==> src/hw/rtl/lsb_stego_extract_unit_macros.svh <==
// Assertion macros for the LSB steganography extract unit.
// Included by the top level; expects clk and arst_n in scope.
`ifndef LSB_STEGO_EXTRACT_UNIT_MACROS_SVH
`define LSB_STEGO_EXTRACT_UNIT_MACROS_SVH

// Same-cycle implication, disabled while reset is asserted.
`define LSE_ASSERT_NOW(label, ante, cons, msg) \
	label: assert property (@(posedge clk) disable iff (!arst_n) (ante) |-> (cons)) \
		else $error(msg);

// Next-cycle implication, disabled while reset is asserted.
`define LSE_ASSERT_NEXT(label, ante, cons, msg) \
	label: assert property (@(posedge clk) disable iff (!arst_n) (ante) |=> (cons)) \
		else $error(msg);

`endif

==> src/hw/rtl/lse_pkg.sv <==
// Shared types and constants for the LSB steganography extract unit.
// No dependencies; used by every module of the block.
package lse_pkg;

	typedef struct packed {
		logic [7:0] image_byte;
		logic       first_byte;
	} in_item_t;

	typedef struct packed {
		logic [1:0] status;
		logic [7:0] secret_byte;
		logic       last_byte;
	} out_item_t;

	// One hidden-data bit on its way from the front end to the parser.
	typedef struct packed {
		logic restart;
		logic data_bit;
	} token_t;

	typedef struct packed {
		logic empty;
		logic full;
	} queue_stat_t;

	typedef struct packed {
		logic [15:0] magic_word;
		logic [31:0] expected_ext_len;
		logic [31:0] expected_ext;
	} cfg_t;

	localparam int CFG_INDEX_W = 8;
	localparam int CFG_DATA_W  = 32;

	localparam logic [CFG_INDEX_W-1:0] REG_HEADER_SKIP      = 8'd0;
	localparam logic [CFG_INDEX_W-1:0] REG_MAGIC_WORD       = 8'd1;
	localparam logic [CFG_INDEX_W-1:0] REG_EXPECTED_EXT_LEN = 8'd2;
	localparam logic [CFG_INDEX_W-1:0] REG_EXPECTED_EXT     = 8'd3;

	localparam logic [7:0]  RST_HEADER_SKIP      = 8'd54;
	localparam logic [15:0] RST_MAGIC_WORD       = 16'd9002;
	localparam logic [31:0] RST_EXPECTED_EXT_LEN = 32'd4;
	localparam logic [31:0] RST_EXPECTED_EXT     = 32'd779384948;

	localparam logic [1:0] ST_DATA   = 2'd0;
	localparam logic [1:0] ST_MAGIC  = 2'd1;
	localparam logic [1:0] ST_EXTLEN = 2'd2;
	localparam logic [1:0] ST_EXT    = 2'd3;

endpackage

==> src/hw/rtl/lse_front.sv <==
// Front end: accepts image bytes, counts off the header and turns each
// remaining byte into a data-bit token. Depends on lse_pkg.
module lse_front (
	input  logic                clk,
	input  logic                arst_n,
	input  logic                in_valid,
	input  lse_pkg::in_item_t   in_item,
	input  logic [7:0]          header_skip,
	input  lse_pkg::queue_stat_t q_stat,
	output logic                accept,
	output logic                push,
	output lse_pkg::token_t     token
);

	logic       skip_done_q;
	logic [7:0] skip_cnt_q;
	logic       pend_q;

	logic       skip_done_c;
	logic [7:0] skip_cnt_c;
	logic       pend_c;

	assign accept = in_valid && !q_stat.full;

	always_comb begin
		skip_done_c = skip_done_q;
		skip_cnt_c  = skip_cnt_q;
		pend_c      = pend_q;
		push        = 1'b0;
		if (in_item.first_byte) begin
			skip_done_c = 1'b0;
			skip_cnt_c  = '0;
			pend_c      = 1'b1;
		end
		if (!skip_done_c && (skip_cnt_c < header_skip)) begin
			skip_cnt_c = skip_cnt_c + 8'd1;
		end else begin
			skip_done_c = 1'b1;
			push        = accept;
		end
		token.restart  = pend_c;
		token.data_bit = in_item.image_byte[0];
		// The restart mark rides on the first token of the new image only.
		if (push) begin
			pend_c = 1'b0;
		end
	end

	always_ff @(posedge clk or negedge arst_n) begin
		if (!arst_n) begin
			skip_done_q <= 1'b0;
			skip_cnt_q  <= '0;
			pend_q      <= 1'b0;
		end else if (accept) begin
			skip_done_q <= skip_done_c;
			skip_cnt_q  <= skip_cnt_c;
			pend_q      <= pend_c;
		end
	end

endmodule

==> src/hw/rtl/lse_queue.sv <==
// Short token queue between the front end and the parser.
// Depends on lse_pkg for the token and status types.
module lse_queue #(
	parameter int DEPTH = 4
) (
	input  logic                 clk,
	input  logic                 arst_n,
	input  logic                 push,
	input  lse_pkg::token_t      push_token,
	input  logic                 pop,
	output lse_pkg::token_t      head,
	output lse_pkg::queue_stat_t stat
);

	localparam int PTR_W = $clog2(DEPTH);
	localparam int CNT_W = $clog2(DEPTH + 1);

	lse_pkg::token_t  slots_q [DEPTH];
	logic [PTR_W-1:0] wr_ptr_q;
	logic [PTR_W-1:0] rd_ptr_q;
	logic [CNT_W-1:0] cnt_q;

	assign head       = slots_q[rd_ptr_q];
	assign stat.empty = (cnt_q == '0);
	assign stat.full  = (cnt_q == CNT_W'(DEPTH));

	always_ff @(posedge clk) begin
		if (push) begin
			slots_q[wr_ptr_q] <= push_token;
		end
	end

	always_ff @(posedge clk or negedge arst_n) begin
		if (!arst_n) begin
			wr_ptr_q <= '0;
			rd_ptr_q <= '0;
			cnt_q    <= '0;
		end else begin
			if (push) begin
				wr_ptr_q <= (wr_ptr_q == PTR_W'(DEPTH - 1)) ? '0 : wr_ptr_q + PTR_W'(1);
			end
			if (pop) begin
				rd_ptr_q <= (rd_ptr_q == PTR_W'(DEPTH - 1)) ? '0 : rd_ptr_q + PTR_W'(1);
			end
			if (push && !pop) begin
				cnt_q <= cnt_q + CNT_W'(1);
			end else if (pop && !push) begin
				cnt_q <= cnt_q - CNT_W'(1);
			end
		end
	end

endmodule

==> src/hw/rtl/lse_back.sv <==
// Back end: gathers data bits into fields, checks the magic, extension length and
// extension, emits payload bytes or one error result. Depends on lse_pkg.
module lse_back (
	input  logic                 clk,
	input  logic                 arst_n,
	input  lse_pkg::cfg_t        cfg,
	input  lse_pkg::token_t      head,
	input  lse_pkg::queue_stat_t q_stat,
	input  logic                 out_stall,
	output logic                 pop,
	output logic                 out_valid,
	output lse_pkg::out_item_t   out_item
);

	localparam logic [2:0] PH_MAGIC  = 3'd1;
	localparam logic [2:0] PH_EXTLEN = 3'd2;
	localparam logic [2:0] PH_EXT    = 3'd3;
	localparam logic [2:0] PH_SIZE   = 3'd4;
	localparam logic [2:0] PH_DATA   = 3'd5;
	localparam logic [2:0] PH_IDLE   = 3'd6;

	logic [2:0]  phase_q;
	logic [4:0]  bit_cnt_q;
	logic [31:0] gather_q;
	logic [31:0] remaining_q;
	logic        out_valid_q;
	lse_pkg::out_item_t out_item_q;

	logic [2:0]  phase_c;
	logic [4:0]  bit_cnt_c;
	logic [31:0] gather_c;
	logic [31:0] remaining_c;
	logic        emit;
	lse_pkg::out_item_t res;

	// A token is taken whenever the output register is free or being emptied.
	assign pop       = !q_stat.empty && (!out_valid_q || !out_stall);
	assign out_valid = out_valid_q;
	assign out_item  = out_item_q;

	always_comb begin
		phase_c     = phase_q;
		bit_cnt_c   = bit_cnt_q;
		gather_c    = gather_q;
		remaining_c = remaining_q;
		emit        = 1'b0;
		res.status      = lse_pkg::ST_DATA;
		res.secret_byte = '0;
		res.last_byte   = 1'b0;
		if (head.restart) begin
			phase_c   = PH_MAGIC;
			bit_cnt_c = '0;
			gather_c  = '0;
		end
		if (phase_c != PH_IDLE) begin
			gather_c  = {gather_c[30:0], head.data_bit};
			bit_cnt_c = bit_cnt_c + 5'd1;
			case (phase_c)
				PH_MAGIC: begin
					if (bit_cnt_c == 5'd16) begin
						bit_cnt_c = '0;
						if (gather_c[15:0] != cfg.magic_word) begin
							phase_c       = PH_IDLE;
							emit          = 1'b1;
							res.status    = lse_pkg::ST_MAGIC;
							res.last_byte = 1'b1;
						end else begin
							phase_c  = PH_EXTLEN;
							gather_c = '0;
						end
					end
				end
				PH_EXTLEN: begin
					if (bit_cnt_c == 5'd0) begin
						if (gather_c != cfg.expected_ext_len) begin
							phase_c       = PH_IDLE;
							emit          = 1'b1;
							res.status    = lse_pkg::ST_EXTLEN;
							res.last_byte = 1'b1;
						end else begin
							phase_c  = PH_EXT;
							gather_c = '0;
						end
					end
				end
				PH_EXT: begin
					if (bit_cnt_c == 5'd0) begin
						if (gather_c != cfg.expected_ext) begin
							phase_c       = PH_IDLE;
							emit          = 1'b1;
							res.status    = lse_pkg::ST_EXT;
							res.last_byte = 1'b1;
						end else begin
							phase_c  = PH_SIZE;
							gather_c = '0;
						end
					end
				end
				PH_SIZE: begin
					if (bit_cnt_c == 5'd0) begin
						// A zero or negative length ends the parse silently.
						if ((gather_c == '0) || gather_c[31]) begin
							phase_c = PH_IDLE;
						end else begin
							phase_c     = PH_DATA;
							remaining_c = gather_c;
						end
						gather_c = '0;
					end
				end
				PH_DATA: begin
					if (bit_cnt_c == 5'd8) begin
						bit_cnt_c       = '0;
						remaining_c     = remaining_c - 32'd1;
						emit            = 1'b1;
						res.secret_byte = gather_c[7:0];
						res.last_byte   = (remaining_c == '0);
						gather_c        = '0;
						if (remaining_c == '0) begin
							phase_c = PH_IDLE;
						end
					end
				end
				default: begin
					phase_c = PH_IDLE;
				end
			endcase
		end
	end

	always_ff @(posedge clk) begin
		if (pop) begin
			gather_q    <= gather_c;
			remaining_q <= remaining_c;
		end
		if (pop && emit) begin
			out_item_q <= res;
		end
	end

	always_ff @(posedge clk or negedge arst_n) begin
		if (!arst_n) begin
			phase_q     <= PH_MAGIC;
			bit_cnt_q   <= '0;
			out_valid_q <= 1'b0;
		end else begin
			if (pop) begin
				phase_q   <= phase_c;
				bit_cnt_q <= bit_cnt_c;
			end
			if (pop && emit) begin
				out_valid_q <= 1'b1;
			end else if (!out_stall) begin
				out_valid_q <= 1'b0;
			end
		end
	end

endmodule

==> src/hw/rtl/lsb_stego_extract_unit.sv <==
// LSB steganography extract unit: usage summary below, configuration registers
// and the front/queue/back assembly. Depends on lse_pkg and the macros header.
//
// Input: in_valid/in_stall/in_data carry one image byte per transfer; first_byte
// restarts the parse and counts as the first image byte. Output: out_valid,
// out_stall, out_data carry one payload byte or one error result per transfer.
// Configuration: cfg_valid/cfg_ready/cfg_index/cfg_data write a register;
// cfg_ready is always high, and writes belong to idle periods.
// Throughput is one image byte per cycle while in_stall is low. The front end
// skips the header and queues one token per data byte; the parser drains one
// token per cycle, unless a result is stalled, into an output register, so a
// result passes a queue slot and then the output register. When out_stall holds
// a result, the parser stops, the token queue fills once QUEUE_DEPTH data tokens
// are waiting and in_stall then rises until the result moves on.
// Reset restores the register defaults and leaves the parser at the start of
// an image, so data before any first-byte mark is parsed as a new image.
`include "lsb_stego_extract_unit_macros.svh"

module lsb_stego_extract_unit #(
	parameter int QUEUE_DEPTH = 4
) (
	input  logic                                 clk,
	input  logic                                 arst_n,
	input  logic                                 in_valid,
	output logic                                 in_stall,
	input  lse_pkg::in_item_t                    in_data,
	output logic                                 out_valid,
	input  logic                                 out_stall,
	output lse_pkg::out_item_t                   out_data,
	input  logic                                 cfg_valid,
	output logic                                 cfg_ready,
	input  logic [lse_pkg::CFG_INDEX_W-1:0]      cfg_index,
	input  logic [lse_pkg::CFG_DATA_W-1:0]       cfg_data
);

	logic [7:0]    header_skip_q;
	lse_pkg::cfg_t cfg_q;

	logic                 accept;
	logic                 push;
	logic                 pop;
	lse_pkg::token_t      push_token;
	lse_pkg::token_t      head;
	lse_pkg::queue_stat_t q_stat;
	logic                 out_is_error;

	assign cfg_ready    = 1'b1;
	assign in_stall     = !accept && q_stat.full;
	assign out_is_error = out_valid && (out_data.status != lse_pkg::ST_DATA);

	always_ff @(posedge clk or negedge arst_n) begin
		if (!arst_n) begin
			header_skip_q          <= lse_pkg::RST_HEADER_SKIP;
			cfg_q.magic_word       <= lse_pkg::RST_MAGIC_WORD;
			cfg_q.expected_ext_len <= lse_pkg::RST_EXPECTED_EXT_LEN;
			cfg_q.expected_ext     <= lse_pkg::RST_EXPECTED_EXT;
		end else if (cfg_valid && cfg_ready) begin
			case (cfg_index)
				lse_pkg::REG_HEADER_SKIP:      header_skip_q <= cfg_data[7:0];
				lse_pkg::REG_MAGIC_WORD:       cfg_q.magic_word <= cfg_data[15:0];
				lse_pkg::REG_EXPECTED_EXT_LEN: cfg_q.expected_ext_len <= cfg_data;
				lse_pkg::REG_EXPECTED_EXT:     cfg_q.expected_ext <= cfg_data;
				default: begin
				end
			endcase
		end
	end

	lse_front u_front (
		.clk         (clk),
		.arst_n      (arst_n),
		.in_valid    (in_valid),
		.in_item     (in_data),
		.header_skip (header_skip_q),
		.q_stat      (q_stat),
		.accept      (accept),
		.push        (push),
		.token       (push_token)
	);

	lse_queue #(
		.DEPTH (QUEUE_DEPTH)
	) u_queue (
		.clk        (clk),
		.arst_n     (arst_n),
		.push       (push),
		.push_token (push_token),
		.pop        (pop),
		.head       (head),
		.stat       (q_stat)
	);

	lse_back u_back (
		.clk       (clk),
		.arst_n    (arst_n),
		.cfg       (cfg_q),
		.head      (head),
		.q_stat    (q_stat),
		.out_stall (out_stall),
		.pop       (pop),
		.out_valid (out_valid),
		.out_item  (out_data)
	);

	`LSE_ASSERT_NOW(a_error_is_last, out_is_error, out_data.last_byte, "error without last marker")
	`LSE_ASSERT_NOW(a_error_byte_zero, out_is_error, out_data.secret_byte == 8'd0, "error with nonzero byte")
	`LSE_ASSERT_NEXT(a_push_fills_queue, push && !pop, !q_stat.empty, "queue empty after a push")

endmodule
==> config.mk <==
export PLATFORM = sky130hd
export DESIGN_NAME = lsb_stego_extract_unit
export DESIGN_NICKNAME = d
export VERILOG_FILES = /design/src/hw/rtl/lse_pkg.sv /design/src/hw/rtl/lse_front.sv /design/src/hw/rtl/lse_queue.sv /design/src/hw/rtl/lse_back.sv /design/src/hw/rtl/lsb_stego_extract_unit.sv
export VERILOG_INCLUDE_DIRS = /design/src /design/src/hw/rtl
export SDC_FILE = /design/constraint.sdc
export NUM_CORES = 1
export LEC_CHECK = 0
export ABC_AREA = 1
export BUFFER_PORTS_ARGS = -buffer_cell sky130_fd_sc_hd__buf_4
export CAP_MARGIN = 20
export CORE_MARGIN = 1
export CORE_UTILIZATION = 48
export DETAILED_ROUTE_END_ITERATION = 12
export PLACE_DENSITY_LB_ADDON = 0.3
export SLEW_MARGIN = 20
export SYNTH_ARGS = -nofsm -noshare
export SYNTH_HDL_FRONTEND = slang
export SYNTH_SLANG_ARGS = --single-unit
==> constraint.sdc <==
create_clock -name clk -period 9.1 [get_ports clk]
set_input_delay 0.455 -clock clk [delete_from_list [all_inputs] [get_ports clk]]
set_output_delay 0.455 -clock clk [all_outputs]
set_load 0.01 [all_outputs]
== Word-level counts from Yosys, hierarchy flattened ==
Memory sizes are Yosys's and may differ from the RTL's.
Cells that the tools add are included.
Operators by class
  $add $sub $neg: 7
  $lt $le $gt $ge: 1
  equal/unequal tests: 21
  multiplexer cells: 66
  reduce and logical (&&, ||, !) cells: 30
Operators with widths (count)
  31-bit two-way mux: 10
  31-bit one-hot mux with 5 select lines: 1
  32-bit two-way mux: 3
  32-bit zero test: 2
  32-bit inequality test: 2
  32-bit one-hot mux with 2 select lines: 1
  3-bit two-way mux: 12
  32-bit by 1-bit subtractor with 32-bit output (second input constant): 1
  5-bit two-way mux: 4
  1-bit two-way mux: 19
  2-bit two-way mux: 9
  8-bit by 2-bit == test with 1-bit output (second input constant): 2
  8-bit two-way mux: 2
  16-bit inequality test: 1
  3-bit one-hot mux with 5 select lines: 1
  5-bit one-hot mux with 2 select lines: 1
  3-bit == test (second input constant): 3
  8-bit by 1-bit adder with 8-bit output (second input constant): 1
  8-bit by 1-bit == test with 1-bit output (second input constant): 1
  1-bit zero test: 8
  8-bit zero test: 1
  8-bit less-than comparator: 1
  1-bit one-hot mux with 4 select lines: 2
  2-bit AND reduction: 4
  other kinds (20): 33
Storage, ports and cells
  bits in registers: 188
  memory bits (writable): 8
  bits of input ports: 54
  output and inout port bits: 14
  word-level logic and storage cells: 144
  memories kept: 1
Memories
  u_queue.slots_q: words 4, bits a word 2, read ports 1, clocked after memory_dff 0, wr ports 1, RTL line lse_queue.sv:18  | lse_pkg::token_t slots_q [DEPTH];

== Depth between registers and ports, before layout ==
Gate-level depths: netlist of the first run.
An unclocked memory read counts as a cell.
  depth after elaboration: 9
  gate-level depth with buffers: 22
  depth with buffers taken out: 22

== Modules after synthesis ==
Synthesis of the first run repeated with hierarchy kept, for this count alone.
Second synthesis, totals
  cell total of the unflattened synthesis: 1587
  area total of the unflattened synthesis: 11688.7 µm²
By module, submodules not included
  lse_back: instances 1, cells each 982, area each 6487.5 µm², seq. area each 2448.6 µm²
  lsb_stego_extract_unit: instances 1, cells each 404, area each 3603.5 µm², seq. area each 2235.9 µm²
  lse_front: instances 1, cells each 127, area each 859.6 µm², seq. area each 250.2 µm²
  lse_queue: instances 1, cells each 74, area each 738.2 µm², seq. area each 415.4 µm²

== Worst setup path before layout of the first run ==
Ideal clock, no wire load.
  path kind: register -> register
  from: register u_queue.rd_ptr_q[0]
  to: register u_back.remaining_q[0] (enable)
  setup time: 391 ps
  arrival: 2712 ps
  required time: 8709 ps
  path slack: 5997 ps
  cell stages (with the launch flop): 19
  buffers on the path: 0
  period minus slack after synthesis: 3103 ps
  cells stage by stage: dfrtp_1 > inv_2 > nand2_1 > nand3_2 > nand2_4 > inv_2 > nor2_1 > ha_1 > nand2_1 > nor2_4 > nand2_1 > nand2_1 > nand2_2 > inv_2 > nand3_1 > nand2_1 > o21ai_1 > nor2_1 > o21a_1
On the way
  word-level cells in the longest chain between the ends: 6
  elaborated cells on any way between the ends: 17
  classes of those cells: 1 x add/sub; 7 x eq/ne; 3 x mux; 5 x reduce/logical; 1 x memory
RTL lines
  start: declaration: RTL line lse_queue.sv:20  | logic [PTR_W-1:0] rd_ptr_q;
  start signal: assignment: RTL line lse_queue.sv:43  | rd_ptr_q <= (rd_ptr_q == PTR_W'(DEPTH - 1)) ? '0 : rd_ptr_q + PTR_W'(1);
  memory read 4 x 2 bit *
  5-bit two-way mux or 31-bit two-way mux (tied branches): RTL line lse_back.sv:50  | if (head.restart) begin
  5-bit by 1-bit adder with 5-bit output or 32-bit zero test (tied branches): RTL line lse_back.sv:57, lse_back.sv:102
  5-bit by 4-bit == test with 1-bit output, or another cell as far along: RTL line lse_back.sv:112  | if (bit_cnt_c == 5'd8) begin
  2-bit by 1-bit inequality test with 1-bit output (no line) or 2-bit inequality test (tied branches)
  6-bit AND reduction (no line) *
  end signal: assignment: RTL line lse_back.sv:134  | remaining_q <= remaining_c;
  end: declaration: RTL line lse_back.sv:25  | logic [31:0] remaining_q;
Every way passes the cells marked *; elsewhere a longest branch is shown, timed or not.
A chain may end at the register's enable or synchronous reset.

== Worst setup path after layout of the first run ==
  from: register u_queue.rd_ptr_q[0]
  to: register u_back.gather_q[18] (data pin)
On the way
  word-level cells in the longest chain between the ends: 7
  elaborated cells on any way between the ends: 27
  classes of those cells: 1 x add/sub; 11 x eq/ne; 13 x mux; 1 x reduce/logical; 1 x memory
RTL lines
  memory read 4 x 2 bit *
  5-bit two-way mux or 31-bit two-way mux (tied branches): RTL line lse_back.sv:50
  5-bit by 1-bit adder with 5-bit output, or another cell as far along: RTL line lse_back.sv:57  | bit_cnt_c = bit_cnt_c + 5'd1;
  5-bit by 4-bit == test with 1-bit output, or another cell as far along: RTL line lse_back.sv:112
  31-bit two-way mux, on equally long branches
  31-bit one-hot mux with 5 select lines: RTL line lse_back.sv:58  | case (phase_c)
  31-bit two-way mux *: RTL line lse_back.sv:55  | if (phase_c != PH_IDLE) begin
  via u_back.gather_c[18]: RTL line lse_back.sv:31  | logic [31:0] gather_c;
  end signal: assignment: RTL line lse_back.sv:133  | gather_q <= gather_c;
  end: declaration: RTL line lse_back.sv:24  | logic [31:0] gather_q;
The timed path passes the listed nets; every way through them passes the cells marked *.

==> results of run 1 <==
stage by stage:
stage	setup slack (ns)	util (%)	hold WS [ns]	power, uW	std cells
after detailed placement	4.83	52.6	0.473	2840	1799
after floorplan	6.00	-	0.159	2470	1462
after CTS	4.78	55.0	0.0325	3580	1831
after global routing	4.45	55.1	0.0464	3820	1832
after global placement	4.89	52.6	0.468	2800	1799
final	4.77	55.1	0.00886	3580	1832
kinds of logic after synthesis:
group           synth area share, %
flops                          47.0
xor+xnor                       4.00
mux                          0.0990
buf+inv                        7.38
compound gates                 7.57
simple gates                   31.8
fa+ha+maj                      2.05
other cells                  0.0330
final cells by class:
class	instances	area (um^2)
well taps	313	392
clock inverters	15	143
fillers	2104	10300
repair buffers	66	508
flip-flops and latches	196	5350
multi-input cells	1060	5200
clock buffers	17	425
inverters	165	619
worst max-delay path: cells and delay by family (launching register included):
kind            cells  cell delay (ns)
simple gates       15             2.88
flops               1             0.47
buf+inv             3             0.38
fa+ha+maj           1             0.20
compound gates      1             0.09
power groups by stage:
stage / combinational (uW) / clock [uW] / sequential [uW]
floorplan: 1170 / 0 / 1300
global placement: 1460 / 0 / 1330
detailed placement: 1500 / 0 / 1340
CTS: 1510 / 746 / 1320
global route: 1690 / 781 / 1350
finish: 1520 / 737 / 1330
flip-flops by register name, summed over array words and instances, names as in the netlist:
register and flops:
u_back.phase_q 3, u_queue.cnt_q 3, u_back.bit_cnt_q 5, u_back.out_valid 1, header_skip_q 8, u_queue.slots_q 8
u_queue.rd_ptr_q 2, u_back.gather_q 31, cfg_q 80, u_back.out_item 11, u_queue.wr_ptr_q 2, u_front.skip_done_q 1
u_front.pend_q 1, u_back.remaining_q 32, u_front.skip_cnt_q 8
routing by layer:
metal  routed length (um)  part of all wire (%)
met3                 1620                   5.8
met5                    0                     0
met2                12600                    45
met4                  724                   2.6
met1                13000                    47
final timing paths:
| check | from | end |
|---|---|---|
| max | u_queue.rd_ptr_q[0] | u_back.gather_q[18] |
| min | arst_n | cfg_q[55] |
| max reg2reg | u_queue.rd_ptr_q[0] | u_back.gather_q[18] |
| min reg2reg | header_skip_q[3] | header_skip_q[3] |
| max in group asynchronous | arst_n | u_back.bit_cnt_q[4] |
| min in group clk | in_data[1] | u_queue.slots_q[0][0] |
Yosys cell counts, drive strengths merged (17+ instances only):
cell    instances  share of area (%)
clkbuf         27               0.89
dfrtp          86                 19
dfstp          28                6.5
edfxtp         82                 22
ha             17                1.9
inv           164                5.4
nand2         484                 17
nand3          75                3.9
nand3b         38                2.5
nand4          39                2.1
nor2          163                5.6
o21ai         150                6.6
xor2           40                3.1
==> summary.txt, run 1 <==
Synthesis
  • Count of different cell masters after synthesis: 45
  • Synthesized cell area: roughly 0.011 mm^2
  • Synth async-reset ratio: between 50% and 60%
  • Warning count from the yosys run: 0
  • Sequential area share after synthesis: 47.0%
  • Number of flops mapped to enable cells by yosys: just over 80
  • Syn_nets: around 1,500
  • Flop and latch count out of synthesis: around 200
  • Cell count after synthesis: roughly 1,500
  • Synth Flop Type: dfrtp_1
  • Syn avg cell area: between 7 and 8 um^2

Global routing
  • Met3 usage: between 3 and 4%
  • Largest net degree at the start of global routing: around 70
  • Global Route Usage Sum: a little under a quarter
  • Vias in the first global route: about 8,900
  • GRT overflow: 0
  • Initial antenna violation count: 0
  • Grt met2 use: between 30 and 40%
  • First-pass GRT wire length: roughly 45 mm
  • Met1 usage in global routing: between 30% and 40%
  • Top Usage Layer GRT: met2

Timing
  • Setup TNS: 0 ns
  • Final Max Tran Viols: 0
  • Fmax: 231 MHz
  • Fin crit period: roughly 4.3 ns
  • Slew HR: a little under two fifths
  • Post-Route Skew: 0.0124 ns
  • Slew @ Worst Pin: 0.922 ns
  • Final hold vios: 0
  • Setup violators final: 0
  • Period utilization: a little under half
  • RSZ-0062 raised after global routing: no

Worst setup path
  • Type of destination of the critical path: flop
  • CP max FO: slightly below 70
  • CP startpoint kind: flop
  • Worst R2R Setup Slack: 4.77 ns
  • Critical path type: reg2reg
  • Slowest cell on crit path: nand3_2
  • Critical path arrival: 4.53 ns
  • Worst EP required: between 9 and 10 ns
  • FF-to-FF path depth: 20
  • Slowest Stage Delay on Critical Path: approximately 0.67 ns
  • Most used cell, CP: nand2_1
  • Crit path cell chain: inv_2 -> nand2_1 -> nand3_2 -> nand2_4 -> inv_2 -> nor2_1 -> ha_1 -> nand2_1 -> nor2_4 -> nand2_1 -> nand2_1 -> nand2_2 -> inv_2 -> nand3_1 -> nand2_1 -> o21ai_1 -> nor2_1 -> nand3_2 -> nand3_1 -> nand2_1

Floorplan
  • FP Rows: between 50 and 60
  • Die Height: 156 um
  • I/O pin count: slightly below 70
  • Core area: around 0.023 mm^2
  • Die area: 0.0243 mm^2
  • Die W: roughly 160 um
  • Initial Utilization: 49.6%

Final layout
  • Nets: ~1,600
  • Diodes inserted: 0
  • Share of cells above drive strength 1: between 10% and 20%
  • Most common cell after layout, fill and taps aside: nand2_1
  • Synthesis-to-finish area growth: 11.1%
  • Commonest cells after routing, fill and taps aside: nand2_1, inv_1, nor2_1
  • Fin area: about 0.013 mm^2

Clocking
  • Hold buffers post-CTS: 0
  • CTS Root Buffer Type: clkbuf_16
  • CTS tree: yes
  • Post-CTS Setup Bufs: 0
  • Total CTS buffers: 17
  • CTS Sinks: approximately 200
  • Clk Latency, worst-skew pair: ~0.45 ns
  • H-tree depth: 4
  • Worst-path clk slew: about 0.08 ns
  • Clock Path Buffers: 2
  • Post-CTS Resized: 0

Power and ir drop
  • Max VDD drop: ~0.19 mV
  • LEAKAGE: between 0.006 and 0.007 uW
  • Power Density: between 200 and 300 mW/mm^2
  • Flop pwr share: a little under two fifths
  • NetSw: 1590 uW
  • Internal power: about 2000 uW
  • Switching part of the total: between 40% and 50%
  • Combinational cell fraction of total power: approximately 42%
  • Clock network power share: ~21%

Drt
  • DRT iter0 DRCs: 827
  • Routed vias: 9,573
  • WL/cell: around 15 um
  • Routed Wire Length: between 20 and 30 mm
  • Via/cell ratio: roughly 5.2
  • DRC viols: 0
  • First-pass iteration count of the detailed router: 5
  • Post-route ant nets: 0

Place
  • Placed cell areas: approximately 0.012 mm^2
  • PortBufs: 59
  • Hpwl dp: between 20 and 25 mm
  • GP Congestion: 0.918

Run status
  • Outcome: complete, no violations

Min path
  • Worst hold path class: in2async

Job
  • Maximum Capacitance Violations: 0
Note: power is estimated with default switching activity, not from simulation.
==> inputs of run 2 (changes only) <==
--- a/config.mk
+++ b/config.mk
@@ -6,7 +6,7 @@
 export SDC_FILE = /design/constraint.sdc
 export NUM_CORES = 1
 export LEC_CHECK = 0
-export ABC_AREA = 1
+export ABC_AREA = 0
 export BUFFER_PORTS_ARGS = -buffer_cell sky130_fd_sc_hd__buf_4
 export CAP_MARGIN = 20
 export CORE_MARGIN = 1
==> constraint.sdc (replaced) <==
create_clock -name clk -period 4.1 [get_ports clk]
set_input_delay 0.205 -clock clk [delete_from_list [all_inputs] [get_ports clk]]
set_output_delay 0.205 -clock clk [all_outputs]
set_load 0.01 [all_outputs]
==> run 2 against run 1 <==
  * Utilization is 0.62 points higher
  * Critical path type unchanged
  * Design area rose by 0.22%
  * Via count shrank 8.2%
==> summary.txt, run 2 <==
Timing
  • Fmax: 262 MHz (was 231 MHz)
  • Post-Route Skew: 0.0146 ns (was 0.0124 ns)
  • Setup TNS: 0 ns (unchanged)
  • Slew HR: 34.2% (was 38.4%)
  • Fin crit period: 3.81 ns (was 4.33 ns)
  • WHS: 0.0110 ns (was 0.00886 ns)
  • RSZ-0062 raised after global routing: no (unchanged)
  • Final Max Tran Viols: 0 (unchanged)
  • Setup violators final: 0 (unchanged)
  • Final hold vios: 0 (unchanged)
  • Slew @ Worst Pin: 0.987 ns (was 0.922 ns)
  • Period utilization: 93.0% (was 47.6%)

Global routing
  • Met3 usage: 4.15% (was 3.75%)
  • Largest net degree at the start of global routing: 75 (was 69)
  • First-pass GRT wire length: 45.5 mm (was 45.1 mm)
  • Initial antenna violation count: 0 (unchanged)
  • Met1 usage in global routing: 34.0% (about the same)
  • Top Usage Layer GRT: met2 (unchanged)
  • Grt met2 use: 39.3% (was 37.0%)
  • Global Route Usage Sum: 24.6% (was 23.9%)
  • Vias in the first global route: 8,424 (was 8,905)
  • GRT overflow: 0 (unchanged)

Synthesis
  • Number of flops mapped to enable cells by yosys: 82 (unchanged)
  • Top cell type by total area after synthesis: edfxtp_1 (unchanged)
  • Cell count after synthesis: 1,104 (was 1,462)
  • Most frequent cells after synthesis: nor2_1, nand2_1, dfrtp_1, mux2_2, edfxtp_1 (was nand2_1, inv_1, nor2_1, o21ai_0, dfrtp_1)
  • Sequential area share after synthesis: 48.0% (was 47.0%)
  • Syn_nets: 1,176 (was 1,534)
  • Syn avg cell area: 10.1 um^2 (was 7.78 um^2)
  • Flop and latch count out of synthesis: 196 (unchanged)
  • Most frequent cell after synthesis: nor2_1 (was nand2_1)
  • Yosys top cell area share: 22.1% (was 21.7%)
  • Count of different cell masters after synthesis: 71 (was 45)
  • Synthesized cell area: 0.0111 mm^2 (was 0.0114 mm^2)
  • Synth async-reset ratio: 58.2% (unchanged)
  • Synth Flop Type: dfrtp_1 (unchanged)
  • Top post-synthesis cells by area: edfxtp_1, dfrtp_1, mux2_2 (was edfxtp_1, dfrtp_1, nand2_1)
  • Warning count from the yosys run: 0 (unchanged)

Power and ir drop
  • Power Density: 525 mW/mm^2 (was 284 mW/mm^2)
  • LEAKAGE: 0.00517 uW (was 0.00600 uW)
  • Max VDD drop: 0.280 mV (was 0.190 mV)
  • Total power: 6640 uW (was 3580 uW)

Floorplan
  • Die area: 0.0238 mm^2 (was 0.0243 mm^2)
  • I/O pin count: 68 (unchanged)
  • Core area: 0.0227 mm^2 (was 0.0229 mm^2)
  • Die Height: 154 um (was 156 um)
  • Initial Utilization: 49.1% (was 49.6%)
  • FP Rows: 55 (unchanged)
  • Die W: 154 um (was 156 um)

Drt
  • Routed vias: 8,791 (was 9,573)
  • Post-route ant nets: 0 (unchanged)
  • First-pass iteration count of the detailed router: 5 (unchanged)
  • DRC viols: 0 (unchanged)
  • WL/cell: 19.4 um (was 15.2 um)
  • Routed Wire Length: 28.2 mm (was 27.9 mm)
  • Via/cell ratio: 6.05 (was 5.23)
  • DRT iter0 DRCs: 793 (was 827)

Worst setup path
  • CP max FO: 11 (was 68)
  • Worst EP required: 4.29 ns (was 9.30 ns)
  • Type of destination of the critical path: flop (unchanged)
  • Critical path type: reg2reg (unchanged)
  • CP startpoint kind: flop (unchanged)
  • Critical path arrival: 4.00 ns (was 4.53 ns)

Final layout
  • Final instance count without filler cells: 1,452 (was 1,832)
  • Sequential cell area: 0.00535 mm^2 (unchanged)
  • Fillers: 2,009 (was 2,104)
  • Share of cells above drive strength 1: 21.3% (was 11.9%)
  • Synthesis-to-finish area growth: 13.7% (was 11.1%)
  • Diodes inserted: 0 (unchanged)
  • Fin area: 0.0127 mm^2 (was 0.0126 mm^2)
  • Multi-input gate area: 0.00543 mm^2 (was 0.00520 mm^2)
  • Largest regs: cfg_q (80), u_back.remaining_q (32), u_back.gather_q (31) (unchanged)
  • Number of flip-flops in the largest register: 80 (unchanged)
  • Commonest cells after routing, fill and taps aside: nor2_1, nand2_1, mux2_2, dfrtp_1, edfxtp_1 (was nand2_1, inv_1, nor2_1)
  • Most common cell after layout, fill and taps aside: nor2_1 (was nand2_1)
  • Largest Register: cfg_q (unchanged)
  • Nets: 1,226 (was 1,578)

Run status
  • Outcome: complete, no violations (unchanged)

Clocking
  • Post-CTS Setup Bufs: 0 (unchanged)
  • CTS Root Buffer Type: clkbuf_16 (unchanged)
  • H-tree depth: 4 (unchanged)
  • Total CTS buffers: 17 (unchanged)
  • Clock Path Buffers: 2 (unchanged)
  • Post-CTS Resized: 0 (unchanged)
  • CTS tree: yes (unchanged)
  • CTS Sinks: 196 (unchanged)
  • Clk Latency, worst-skew pair: 0.44 ns (was 0.45 ns)
  • Hold buffers post-CTS: 14 (was 0)
  • Worst-path clk slew: 0.08 ns (about the same)

Place
  • PortBufs: 59 (unchanged)
  • Hpwl dp: 20.3 mm (was 20.2 mm)
  • Placed cell areas: 0.0119 mm^2 (was 0.0120 mm^2)
  • GP Congestion: 0.957 (was 0.918)
  • Post-Place Cells: 1,406 (was 1,799)

Min path
  • Worst hold path class: in2reg (was in2async)

Job
  • Maximum Capacitance Violations: 0 (unchanged)
run 2: power by group:
part | leakage, uW | switching (uW) | total [uW] | internal [uW]
clock | 0.000295 | 826 | 1740 | 911
combinational | 0.00264 | 1230 | 2090 | 862
sequential | 0.00223 | 431 | 2820 | 2390
total | 0.00517 | 2480 | 6640 | 4160
run 2: final timing paths:
kind	start	end	slack [ns]	depth (start not counted)
hold / removal	cfg_data[1]	header_skip_q[1]	0.01	3
max in group asynchronous	arst_n	cfg_q[14]	2.66	3
setup / recovery	u_queue.rd_ptr_q[0]	u_back.out_item[10]	0.29	9
min in group asynchronous	arst_n	u_front.skip_cnt_q[2]	0.46	2
hold reg to reg	u_queue.cnt_q[2]	u_queue.cnt_q[2]	0.50	1
setup reg to reg	u_queue.rd_ptr_q[0]	u_back.out_item[10]	0.29	9
run 2: metrics by stage:
stage	worst slack, ns	util (%)
2_1_floorplan	-0.0365	-
3_3_place_gp	0.338	52.5
3_5_place_dp	0.315	52.5
4_1_cts	0.284	55.8
5_1_grt	0.0815	55.8
6_report	0.287	55.8
run 2: critical path, stage by stage (launching register included):
cell and delay [ns]:
dfrtp_1 0.47, mux4_2 0.70, nand2b_1 0.28, a22o_1 0.21
a221o_1 0.25, a2111oi_0 0.47, nand4_1 0.36, and3_4 0.30
o31a_1 0.33, buf_4 0.20
run 2: per-layer routing:
layer  share of wire (%)  wire length (um)
met4                 2.7               750
met1                  44             12300
met5                   0                 0
met2                  47             13100
met3                 7.0              1980
run 2: cell families (layout without fill, tap and decap cells):
| kind of cell | Yosys count | after routing | share of synthesized area [%] |
|---|---|---|---|
| mux | 98 | 98 | 9.88 |
| flops | 196 | 196 | 48.0 |
| buf+inv | 102 | 165 | 3.61 |
| simple gates | 413 | 413 | 18.7 |
| compound gates | 210 | 210 | 12.4 |
| other cells | 1 | 1 | 0.0337 |
| xor+xnor | 66 | 66 | 5.19 |
| fa+ha+maj | 18 | 18 | 2.09 |
run 2: layout make-up:
type	instances	area share, %
tap	285	2.82
sequential	196	42.2
multi-input combinational	806	42.9
inverter	38	1.13
timing repair buffer	95	6.11
clock buffer	19	3.59
clock inverter	13	1.24
==> inputs of run 3 (changes only) <==
--- a/config.mk
+++ b/config.mk
@@ -6,13 +6,13 @@
 export SDC_FILE = /design/constraint.sdc
 export NUM_CORES = 1
 export LEC_CHECK = 0
-export ABC_AREA = 0
+export ABC_AREA = 1
 export BUFFER_PORTS_ARGS = -buffer_cell sky130_fd_sc_hd__buf_4
 export CAP_MARGIN = 20
 export CORE_MARGIN = 1
 export CORE_UTILIZATION = 48
 export DETAILED_ROUTE_END_ITERATION = 12
-export PLACE_DENSITY_LB_ADDON = 0.3
+export PLACE_DENSITY = 0.65
 export SLEW_MARGIN = 20
 export SYNTH_ARGS = -nofsm -noshare
 export SYNTH_HDL_FRONTEND = slang
==> run 3 against run 2 <==
  * First-iteration DRC count shrank 23%
  * Utilization shrank 0.25 points
  * Critical path depth grew 10
  * Sequential power grew 5%
  * Global-route usage shrank 0.63 points
  * Clock skew is essentially flat
  * Count of clock-buffer cells in the layout grew 2
  * Hold slack lost 0.0041 ns
  * Sequential cell count is the same
==> summary.txt, run 3 (same netlist as run 1, synthesis figures left out) <==
Run status
  • Outcome: complete, no violations (unchanged)

Final layout
  • Fin area: 0.0127 mm^2 (about the same)
  • Share of cells above drive strength 1: 12.0% (was 21.3%)
  • Nets: 1,585 (was 1,226)
  • Number of flip-flops in the largest register: 80 (unchanged)
  • Diodes inserted: 0 (unchanged)
  • Largest Register: cfg_q (unchanged)
  • Most common cell after layout, fill and taps aside: nand2_1 (was nor2_1)
  • Commonest cells after routing, fill and taps aside: nand2_1, inv_1, nor2_1 (was nor2_1, nand2_1, mux2_2, dfrtp_1, edfxtp_1)
  • Synthesis-to-finish area growth: 11.9% (was 13.7%)
  • Largest regs: cfg_q (80), u_back.remaining_q (32), u_back.gather_q (31) (unchanged)

Drt
  • Via/cell ratio: 5.20 (was 6.05)
  • Routed vias: 9,569 (was 8,791)
  • WL/cell: 15.1 um (was 19.4 um)
  • DRC viols: 0 (unchanged)
  • First-pass iteration count of the detailed router: 5 (unchanged)
  • DRT iter0 DRCs: 611 (was 793)
  • Routed Wire Length: 27.8 mm (was 28.2 mm)
  • Post-route ant nets: 0 (unchanged)

Clocking
  • CTS Root Buffer Type: clkbuf_16 (unchanged)
  • CTS Sinks: 196 (unchanged)
  • CTS tree: yes (unchanged)
  • Post-CTS Resized: 0 (unchanged)
  • Clock Path Buffers: 2 (unchanged)
  • Clk Latency, worst-skew pair: 0.43 ns (was 0.44 ns)
  • H-tree depth: 4 (unchanged)
  • Total CTS buffers: 17 (unchanged)
  • Worst-path clk slew: 0.08 ns (about the same)
  • Post-CTS Setup Bufs: 0 (unchanged)
  • Hold buffers post-CTS: 5 (was 14)

Timing
  • Period utilization: 82.9% (was 93.0%)
  • Post-Route Skew: 0.0145 ns (was 0.0146 ns)
  • Setup violators final: 0 (unchanged)
  • Fmax: 294 MHz (was 262 MHz)
  • RSZ-0062 raised after global routing: no (unchanged)
  • Slew @ Worst Pin: 0.927 ns (was 0.987 ns)
  • Slew HR: 38.1% (was 34.2%)
  • Fin crit period: 3.40 ns (was 3.81 ns)
  • Setup TNS: 0 ns (unchanged)
  • Final Max Tran Viols: 0 (unchanged)
  • Final hold vios: 0 (unchanged)

Min path
  • Hold_sp: cfg_data[21] (was cfg_data[1])
  • WHS Endpoint: cfg_q[21] (was header_skip_q[1])
  • WHS Path Cells: 3 (unchanged)
  • Worst hold path class: in2reg (unchanged)

Floorplan
  • Die W: 156 um (was 154 um)
  • Die area: 0.0243 mm^2 (was 0.0238 mm^2)
  • Die Height: 156 um (was 154 um)
  • Core area: 0.0229 mm^2 (was 0.0227 mm^2)
  • Initial Utilization: 49.6% (was 49.1%)
  • FP Rows: 55 (unchanged)
  • I/O pin count: 68 (unchanged)

Place
  • Hpwl dp: 20.2 mm (was 20.3 mm)
  • GP Congestion: 0.957 (about the same)
  • Placed cell areas: 0.0121 mm^2 (was 0.0119 mm^2)
  • PortBufs: 59 (unchanged)

Power and ir drop
  • Max VDD drop: 0.381 mV (was 0.280 mV)
  • LEAKAGE: 0.00606 uW (was 0.00517 uW)
  • Power Density: 630 mW/mm^2 (was 525 mW/mm^2)

Worst setup path
  • Crit Reg-Reg Startpoint: u_queue.rd_ptr_q[0] (unchanged)
  • Type of destination of the critical path: flop (unchanged)
  • Reg-to-reg endpoint: u_back.out_item[1] (was u_back.out_item[10])
  • FF-to-FF path depth: 19 (was 9)
  • Critical path type: reg2reg (unchanged)
  • Slowest Stage Delay on Critical Path: 0.47 ns (was 0.70 ns)
  • Cell family with most CP delay: simple AND/OR/NAND/NOR gates (was compound AO/OA/AOI/OAI gates)
  • Worst R2R Setup Slack: 0.70 ns (was 0.29 ns)
  • CP max FO: 11 (unchanged)
  • Most used cell, CP: nand2_1
  • Worst EP required: 4.19 ns (was 4.29 ns)
  • CP startpoint kind: flop (unchanged)
  • Crit path cell chain: inv_2 -> nand2_1 -> nand3_2 -> nand2_4 -> inv_2 -> nor2_1 -> ha_1 -> nand2_1 -> nor2_4 -> nand2_1 -> nand2_1 -> nand2_2 -> nor2_4 -> inv_1 -> nor3_1 -> nand2_1 -> nand4_1 -> nand2_1 -> inv_1 (was mux4_2 -> nand2b_1 -> a22o_1 -> a221o_1 -> a2111oi_0 -> nand4_1 -> and3_4 -> o31a_1 -> buf_4)
  • Buffers and inverters on the worst path: 4 (was 1)
  • Slowest cell on crit path: dfrtp_1 (was mux4_2)
  • Critical path arrival: 3.49 ns (was 4.00 ns)

Global routing
  • GRT overflow: 0 (unchanged)
  • Initial antenna violation count: 0 (unchanged)
  • Largest net degree at the start of global routing: 65 (was 75)
  • First-pass GRT wire length: 45.3 mm (was 45.5 mm)
  • Global Route Usage Sum: 24.0% (was 24.6%)
  • Vias in the first global route: 8,791 (was 8,424)

Job
  • Maximum Capacitance Violations: 0 (unchanged)
run 3: worst reg2reg max path: cells and delay by family, from the launching register on:
kind | cells | cell delay, ns
simple gates | 14 | 1.80
flops | 1 | 0.47
fa+ha+maj | 1 | 0.19
buf+inv | 4 | 0.61
run 3: worst max-delay path by stage:
stage / start / endpoint / slack (ns) / cells past startpoint
2_1_floorplan: u_queue.rd_ptr_q[0] / u_back.remaining_q[0] / 1.0 / 18
3_3_place_gp: u_queue.rd_ptr_q[0] / u_back.out_item[5] / 0.82 / 19
3_5_place_dp: u_queue.rd_ptr_q[0] / u_back.out_item[4] / 0.74 / 19
4_1_cts: u_queue.rd_ptr_q[0] / u_back.out_item[6] / 0.71 / 19
5_1_grt: u_queue.rd_ptr_q[0] / u_back.out_item[8] / 0.30 / 19
6_report: u_queue.rd_ptr_q[0] / u_back.out_item[1] / 0.70 / 19
run 3: layout make-up:
cell class | count | area [um^2]
Inverter | 165 | 619
Sequential cell | 196 | 5350
Tap cell | 313 | 392
Multi-Input combinational cell | 1060 | 5200
Fill cell | 2122 | 10200
Clock buffer | 21 | 472
Timing Repair Buffer | 73 | 573
Clock inverter | 11 | 113
run 3: metrics by stage:
stage / utilization [%] / instances / total power [uW] / setup WS (ns) / hold slack, ns
floorplan: - / 1462 / 5470 / 0.997 / -0.0906
global route: 55.5 / 1839 / 8570 / 0.298 / 0.00817
global placement: 52.7 / 1802 / 6260 / 0.821 / 0.335
CTS: 55.5 / 1839 / 8030 / 0.713 / 0.00109
detailed placement: 52.7 / 1802 / 6320 / 0.744 / 0.339
finish: 55.5 / 1839 / 8020 / 0.700 / 0.00698
run 3: routing by layer:
layer | GRT usage, % | up-vias | wire, um
li1 | - | 4811 | -
met1 | 35.7 | 4462 | 13500
met2 | 36.2 | 269 | 12200
met3 | 3.69 | 27 | 1580
met4 | 6.68 | 0 | 467
met5 | 0 | - | 0
run 3: report_power, final:
part | internal, uW | switching (uW)
clock | 909 | 783
sequential | 2620 | 330
combinational | 1040 | 2330
